[src/hw/rtl/prl_pkg.sv]
// shared types and constants for the rate limiter core
// depends on nothing
`timescale 1ns / 1ps
package prl_pkg;
    localparam logic [1:0] CFG_ACCESS_LIMIT = 2'd0;
    localparam logic [1:0] CFG_BURST_WINDOW = 2'd1;
    localparam logic [1:0] CFG_LOCKOUT_TIME = 2'd2;
    localparam logic [15:0] RST_ACCESS_LIMIT = 16'd5;
    localparam logic [15:0] RST_BURST_WINDOW = 16'd20;
    localparam logic [15:0] RST_LOCKOUT_TIME = 16'd20;
    localparam logic [15:0] COUNT_MAX = 16'hFFFF;

    // per-slot record held in the table memory
    typedef struct packed {
        logic [31:0] addr;
        logic [15:0] count;
        logic [31:0] last_seen;
        logic        locked;
        logic [31:0] unlock_at;
    } t_slot;

    typedef enum logic [1:0] {
        ST_IDLE,
        ST_SCAN,
        ST_UPDATE
    } t_state;
endpackage

[src/hw/rtl/prl_ram.sv]
// generic single-port-write, one-read RAM with registered read data
// depends on nothing
`timescale 1ns / 1ps
module prl_ram #(
    parameter int WIDTH = 8,
    parameter int DEPTH = 16
) (
    input  logic                     i_clk,
    input  logic                     i_we,
    input  logic [$clog2(DEPTH)-1:0] i_waddr,
    input  logic [WIDTH-1:0]         i_wdata,
    input  logic [$clog2(DEPTH)-1:0] i_raddr,
    output logic [WIDTH-1:0]         o_rdata
);
    logic [WIDTH-1:0] r_mem [DEPTH];

    // write port and registered read
    always_ff @(posedge i_clk) begin
        if (i_we) begin
            r_mem[i_waddr] <= i_wdata;
        end
        o_rdata <= r_mem[i_raddr];
    end
endmodule

[src/hw/rtl/per_client_rate_limiter_lru_core.sv]
// per-client rate limiter core with an lru client table
// depends on prl_pkg and prl_ram
`timescale 1ns / 1ps
// One connection is taken per start beat while busy is low. The core scans
// the table memory one slot per cycle (address tags and recency ranks are in
// flip-flops, the per-client record in a RAM with registered read), then
// updates the record. The o_done strobe is registered in the update state,
// and busy drops together with it, so the next start beat can be taken while
// o_done is high. The result is shown for one cycle on o_done and cannot be
// held off by the receiver.
module per_client_rate_limiter_lru_core #(
    parameter int TABLE_ENTRIES = 10
) (
    input  logic        i_clk,
    input  logic        i_rst_n,
    input  logic        start,
    output logic        busy,
    input  logic [31:0] i_client_addr,
    input  logic [31:0] i_now_seconds,
    output logic        o_done,
    output logic        o_limited,
    output logic        o_was_known,
    output logic        o_evicted,
    output logic [15:0] o_access_count,
    input  logic        i_cfg_valid,
    output logic        o_cfg_ready,
    input  logic [1:0]  i_cfg_index,
    input  logic [15:0] i_cfg_data
);
    import prl_pkg::*;

    localparam int IW = (TABLE_ENTRIES > 1) ? $clog2(TABLE_ENTRIES) : 1;
    localparam int RW = $clog2(TABLE_ENTRIES + 1);
    localparam logic [IW-1:0] LAST = IW'(TABLE_ENTRIES - 1);

    t_state r_state, n_state;
    logic [15:0] r_access_limit, r_burst_window, r_lockout_time;
    logic [TABLE_ENTRIES-1:0] r_valid;
    logic [RW-1:0] r_rank [TABLE_ENTRIES];
    logic [31:0] r_tag [TABLE_ENTRIES];
    logic [31:0] r_addr, r_now;
    logic [IW-1:0] r_idx;
    logic r_hit, n_hit;
    logic [IW-1:0] r_hit_idx, n_hit_idx;
    logic r_free, n_free;
    logic [IW-1:0] r_free_idx, n_free_idx;
    logic [RW-1:0] r_worst;
    logic [IW-1:0] r_worst_idx;
    logic r_first;
    logic r_done, r_limited, r_known, r_evicted;
    logic [15:0] r_count;

    t_slot rd_slot, wr_slot;
    logic we;
    logic [IW-1:0] waddr;

    prl_ram #(.WIDTH($bits(t_slot)), .DEPTH(TABLE_ENTRIES)) u_ram (
        .i_clk  (i_clk),
        .i_we   (we),
        .i_waddr(waddr),
        .i_wdata(wr_slot),
        .i_raddr(n_hit_idx),
        .o_rdata(rd_slot)
    );

    assign busy = (r_state != ST_IDLE);
    assign o_cfg_ready = (r_state == ST_IDLE);
    assign o_done = r_done;
    assign o_limited = r_limited;
    assign o_was_known = r_known;
    assign o_evicted = r_evicted;
    assign o_access_count = r_count;

    // configuration registers
    always_ff @(posedge i_clk) begin
        if (!i_rst_n) begin
            r_access_limit <= RST_ACCESS_LIMIT;
            r_burst_window <= RST_BURST_WINDOW;
            r_lockout_time <= RST_LOCKOUT_TIME;
        end else if (i_cfg_valid && o_cfg_ready) begin
            case (i_cfg_index)
                CFG_ACCESS_LIMIT: r_access_limit <= i_cfg_data;
                CFG_BURST_WINDOW: r_burst_window <= i_cfg_data;
                CFG_LOCKOUT_TIME: r_lockout_time <= i_cfg_data;
                default: ;
            endcase
        end
    end

    // scan compare of the current slot
    logic cur_match, cur_free;
    always_comb begin
        cur_match = r_valid[r_idx] && (r_tag[r_idx] == r_addr);
        cur_free = !r_valid[r_idx];
        n_hit = r_hit;
        n_hit_idx = r_hit_idx;
        n_free = r_free;
        n_free_idx = r_free_idx;
        if (r_state == ST_SCAN) begin
            if (cur_match && !r_hit) begin
                n_hit = 1'b1;
                n_hit_idx = r_idx;
            end
            if (cur_free && !r_free) begin
                n_free = 1'b1;
                n_free_idx = r_idx;
            end
        end
    end

    // per-client decision on the hit record
    logic [31:0] d_unlock, d_seen;
    logic        h_limited;
    t_slot       h_slot;
    logic [15:0] base_cnt;
    always_comb begin
        d_unlock = r_now - rd_slot.unlock_at;
        d_seen = r_now - rd_slot.last_seen;
        h_slot = rd_slot;
        h_limited = 1'b0;
        base_cnt = rd_slot.count;
        if (rd_slot.locked) begin
            if (!d_unlock[31] && (d_unlock != 32'd0)) begin
                h_slot.locked = 1'b0;
                h_slot.unlock_at = 32'd0;
                base_cnt = 16'd1;
            end else begin
                h_limited = 1'b1;
            end
        end else if (rd_slot.count >= r_access_limit) begin
            if (d_seen[31] || (d_seen <= {16'd0, r_burst_window})) begin
                h_slot.locked = 1'b1;
                h_slot.unlock_at = r_now + {16'd0, r_lockout_time};
                h_limited = 1'b1;
            end
        end
        h_slot.count = (base_cnt == COUNT_MAX) ? base_cnt : base_cnt + 16'd1;
        h_slot.last_seen = r_now;
    end

    // write-back selection
    logic [IW-1:0] target;
    always_comb begin
        target = r_free ? r_free_idx : r_worst_idx;
        we = (r_state == ST_UPDATE);
        waddr = r_hit ? r_hit_idx : target;
        if (r_hit) begin
            wr_slot = h_slot;
        end else begin
            wr_slot.addr = r_addr;
            wr_slot.count = 16'd1;
            wr_slot.last_seen = r_now;
            wr_slot.locked = 1'b0;
            wr_slot.unlock_at = 32'd0;
        end
    end

    // next state
    always_comb begin
        n_state = r_state;
        case (r_state)
            ST_IDLE:   if (start) n_state = ST_SCAN;
            ST_SCAN:   if (r_idx == LAST) n_state = ST_UPDATE;
            ST_UPDATE: n_state = ST_IDLE;
            default:   n_state = ST_IDLE;
        endcase
    end

    always_ff @(posedge i_clk) begin
        if (!i_rst_n) begin
            r_state <= ST_IDLE;
        end else begin
            r_state <= n_state;
        end
    end

    // scan bookkeeping, tags, ranks and result registers
    always_ff @(posedge i_clk) begin
        if (!i_rst_n) begin
            r_valid <= '0;
            r_done <= 1'b0;
            for (int i = 0; i < TABLE_ENTRIES; i++) begin
                r_rank[i] <= '0;
            end
        end else begin
            r_done <= 1'b0;
            case (r_state)
                ST_IDLE: begin
                    if (start) begin
                        r_addr <= i_client_addr;
                        r_now <= i_now_seconds;
                        r_idx <= '0;
                        r_hit <= 1'b0;
                        r_free <= 1'b0;
                        r_first <= 1'b1;
                        r_worst <= '0;
                        r_worst_idx <= '0;
                    end
                end
                ST_SCAN: begin
                    r_hit <= n_hit;
                    r_hit_idx <= n_hit_idx;
                    r_free <= n_free;
                    r_free_idx <= n_free_idx;
                    r_first <= 1'b0;
                    if (r_first || r_rank[r_idx] >= r_worst) begin
                        r_worst <= r_rank[r_idx];
                        r_worst_idx <= r_idx;
                    end
                    if (r_idx != LAST) r_idx <= r_idx + 1'b1;
                end
                ST_UPDATE: begin
                    r_done <= 1'b1;
                    r_known <= r_hit;
                    if (r_hit) begin
                        r_limited <= h_limited;
                        r_evicted <= 1'b0;
                        r_count <= h_slot.count;
                        for (int i = 0; i < TABLE_ENTRIES; i++) begin
                            if (IW'(i) != r_hit_idx && r_valid[i]
                                && r_rank[i] < r_rank[r_hit_idx]) begin
                                r_rank[i] <= r_rank[i] + 1'b1;
                            end
                        end
                        r_rank[r_hit_idx] <= '0;
                    end else begin
                        r_limited <= 1'b0;
                        r_evicted <= !r_free;
                        r_count <= 16'd1;
                        for (int i = 0; i < TABLE_ENTRIES; i++) begin
                            if (r_valid[i] && IW'(i) != target) begin
                                r_rank[i] <= r_rank[i] + 1'b1;
                            end
                        end
                        r_rank[target] <= '0;
                        r_valid[target] <= 1'b1;
                        r_tag[target] <= r_addr;
                    end
                end
                default: ;
            endcase
        end
    end
endmodule

[config.mk]
export PLATFORM = sky130hd
export DESIGN_NAME = per_client_rate_limiter_lru_core
export DESIGN_NICKNAME = d
export VERILOG_FILES = /design/src/hw/rtl/prl_pkg.sv /design/src/hw/rtl/prl_ram.sv /design/src/hw/rtl/per_client_rate_limiter_lru_core.sv
export SDC_FILE = /design/constraint.sdc
export NUM_CORES = 2
export LEC_CHECK = 0
export BUFFER_PORTS_ARGS = -buffer_cell sky130_fd_sc_hd__buf_2
export CORE_UTILIZATION = 60
export CTS_CLUSTER_SIZE = 16
export DETAILED_ROUTE_END_ITERATION = 10
export PLACE_DENSITY = 0.77
export SLEW_MARGIN = 20
export SYNTH_ARGS = -nofsm -noshare
export SYNTH_HDL_FRONTEND = slang
export SYNTH_SLANG_ARGS = --single-unit
[constraint.sdc]
create_clock -name i_clk -period 8.6 [get_ports i_clk]
set_clock_uncertainty 0.05 [all_clocks]
set_input_delay 1.29 -clock i_clk [delete_from_list [all_inputs] [get_ports i_clk]]
set_output_delay 1.29 -clock i_clk [all_outputs]
set_load 0.01 [all_outputs]
==> metrics.txt <==
CTS buffer count 144; maximum clock rate 0.1382 GHz; number of global-route vias before repair 37820; vias per cell 6.396; Synth Warn # 0; die area 104500 um^2; drc violations 0; hold_buf cts 0; port bufs 107; IO Count 108; post-DP HPWL 91610 um; Final Hold Fails 0; drt pass-1 iters 9; most frequent cells in the layout 1236 x edfxtp_1, 577 x nand2_1, 319 x mux2i_1, 188 x dfxtp_1, 187 x nor2_1; most used cell, CP o21ai_0; crit path cell chain inv_1, ha_1, fa_1, nor2b_1, o21ai_0, o2111a_1, o31ai_1, and3_1, nor2_1, ha_1, a211o_1, a21oi_1, o21ai_0, o21ai_0, o2111ai_1, a2111o_1, nor4_1, nand4b_1, nor4_1, o31ai_4, buf_4, a211oi_1; fraction of layout cells with a size suffix above 1 0.1180; CP max stage delay 0.95 ns; kind of critical path reg -> reg; metal2 WL 72840 um; Critical Path RT 8.96 ns; syn avg cell area 13.83 um^2; Iteration-0 DRC Markers 4670; CORE AREA 102000 um^2; wl on met1 63340 um; top_reg_cell synth edfxtp_1; post-synthesis async set-or-reset flop share 0; initial antenna violation count 2; setup ws final 1.364 ns; Max-slew headroom 0.2538; path category of the worst min-delay check reg -> reg; final setup TNS 0 ns; Post-CTS Resized 0; fillers 6978; CTS Buffer Depth 3; crit end category flop; Peak VDD IR 0.2400 mV; CP max-delay cell a211oi_1; WP buf/inv 2; Die X 323.3 um; final setup vio count 0; Root Driver clkbuf_16; total clock sinks 1426; All-Layer GR Usage 0.2984; largest net degree at the start of global routing 121; Post-CTS Setup Inserts 0; row count 117; Die Ht 323.3 um; Initial Util 0.6071; RSZ-0062 raised after global routing no; minimum clock period 7.236 ns; measured slew at the worst slew-check pin 1.119 ns; outcome finished clean; Pwr Total 0.01434 W; routed via count 38960; syn nets 4725; first-pass GRT wire length 231100 um; clock-pin slew on the worst setup and hold paths 0.06 ns; Clk Latency, worst-skew pair 0.77 ns; max_cap viols 0; synthesis-stage register bit count 1426; Post-DRT Antenna Nets 0; DR top layer met4; power per cell area 208.9 nW/um^2; grt ovf 0; Netlist cell types 81; Worst Setup Start Kind flop; Tcrit/Tclk final 0.8414; CTS tree done; Mapped Area 61950 um^2; Lkg Pwr 23.64 nW; Synth Instances 4479; Max FO, Critical Path 47; synthesis-to-finish area growth 10.83%; Worst EP arrival 7.60 ns; H-tree levels 4; post-layout net count 4850; commonest non-fill, non-tap cell in the layout edfxtp_1; Final Max Slew Viols 0; sequential fraction of the synthesis area 0.6605; average wire per standard cell 25.54 um; gp weighted congestion 0.9798; hold slack 0.4185 ns; Post-Place Setup Slack 1.572 ns; family with the most delay on the worst path compound AO/OA/AOI/OAI gates; Final Util 0.6729; Routed WL 155600 um; EDFF count, synth 1236; Met3 Routed Length 14020 um
## power breakdown
group	internal, W	switching [W]	leakage (nW)
Clock	0.00357	0.00263	2.29
Sequential	0.00751	0.0000814	12.8
Combinational	0.000217	0.000339	8.57
Total	0.0113	0.00305	23.6
## cell type report
cell class	instances	area (um^2)	share of cell area
diodes	2	5.005	0.00007289
inverters	154	583.1	0.008492
repair buffers	191	1241	0.01808
well taps	1368	1712	0.02493
clock inverters	68	822.0	0.01197
multi-input cells	2687	19500	0.2839
clock buffers	195	3875	0.05644
flip-flops and latches	1426	40930	0.5961
## per-layer routing
metal,GRT usage,vias to the layer above
met1,0.4195,19320
met2,0.4690,2036
li1,-,17280
met3,0.04771,321
met5,0,-
met4,0.1172,0
## worst paths after layout
check / startpoint / endpoint / slack, ns / cells past startpoint
worst min register to register: r_access_limit[14] / r_access_limit[14] / 0.42 / 2
worst max register to register: r_now[0] / u_ram.r_mem[4][23] / 1.36 / 22
worst min-delay path: r_access_limit[14] / r_access_limit[14] / 0.42 / 2
worst max-delay path: r_now[0] / u_ram.r_mem[4][23] / 1.36 / 22
## Yosys cell counts (15+ instances only)
master	n	area (um^2)
o22ai_1	15	93.84
nand2b_1	36	225.2
edfxtp_1	1236	37120
nor2_1	205	769.5
mux4_2	78	1757
clkbuf_1	139	521.8
a222oi_1	82	820.8
a2111oi_0	15	131.4
o211ai_1	26	195.2
buf_2	26	130.1
mux2_2	21	236.5
nor2b_1	28	175.2
xor2_1	37	324.1
o21ai_0	68	340.3
a21o_1	45	337.8
or3_1	19	118.9
nand2_1	580	2177
dfxtp_1	190	3804
mux2i_1	320	3203
nand4_1	32	200.2
nor3_1	48	240.2
a211oi_1	38	285.3
xnor2_1	78	683.2
a31oi_1	107	669.4
or2_2	21	131.4
ha_1	157	1964
a21oi_1	149	745.7
nand3_1	81	405.4
and3_1	105	656.9
a21boi_0	48	360.4
inv_1	151	566.8
o21a_1	108	810.8
## through the flow
step,cells,cell area [um^2]
CTS,6089,68660
floorplan,4479,61950
global placement,5826,63960
detailed placement,5826,63960
global route,6089,68660
finish,6091,68660
## cells by family after synthesis
family          Yosys count  share of synthesized area
flops                  1426                     0.6605
simple gates           1210                    0.08885
compound gates          781                    0.08893
mux                     421                    0.08442
buf+inv                 366                    0.02834
fa+ha+maj               160                    0.03268
xor+xnor                115                    0.01626
## sequential cells by signal (all words and copies together), names as in the netlist, 2 cells and up, named ones only
name	flops
r_free_idx	4
u_ram.o_rdata	81
o_access_count	16
r_access_limit	16
r_now	32
r_tag	320
r_burst_window	16
r_addr	32
r_state	2
u_ram.r_mem	810
r_hit_idx	4
r_rank	40
r_lockout_time	16
r_idx	4
r_worst_idx	4
r_valid	10
r_worst	4
## tightest hold or removal path, stage by stage (launching register included)
cell,delay [ns]
dfxtp_1,0.31
nand2_1,0.05
a21boi_0,0.06
No activity file was read; power rests on OpenSTA's default activity.
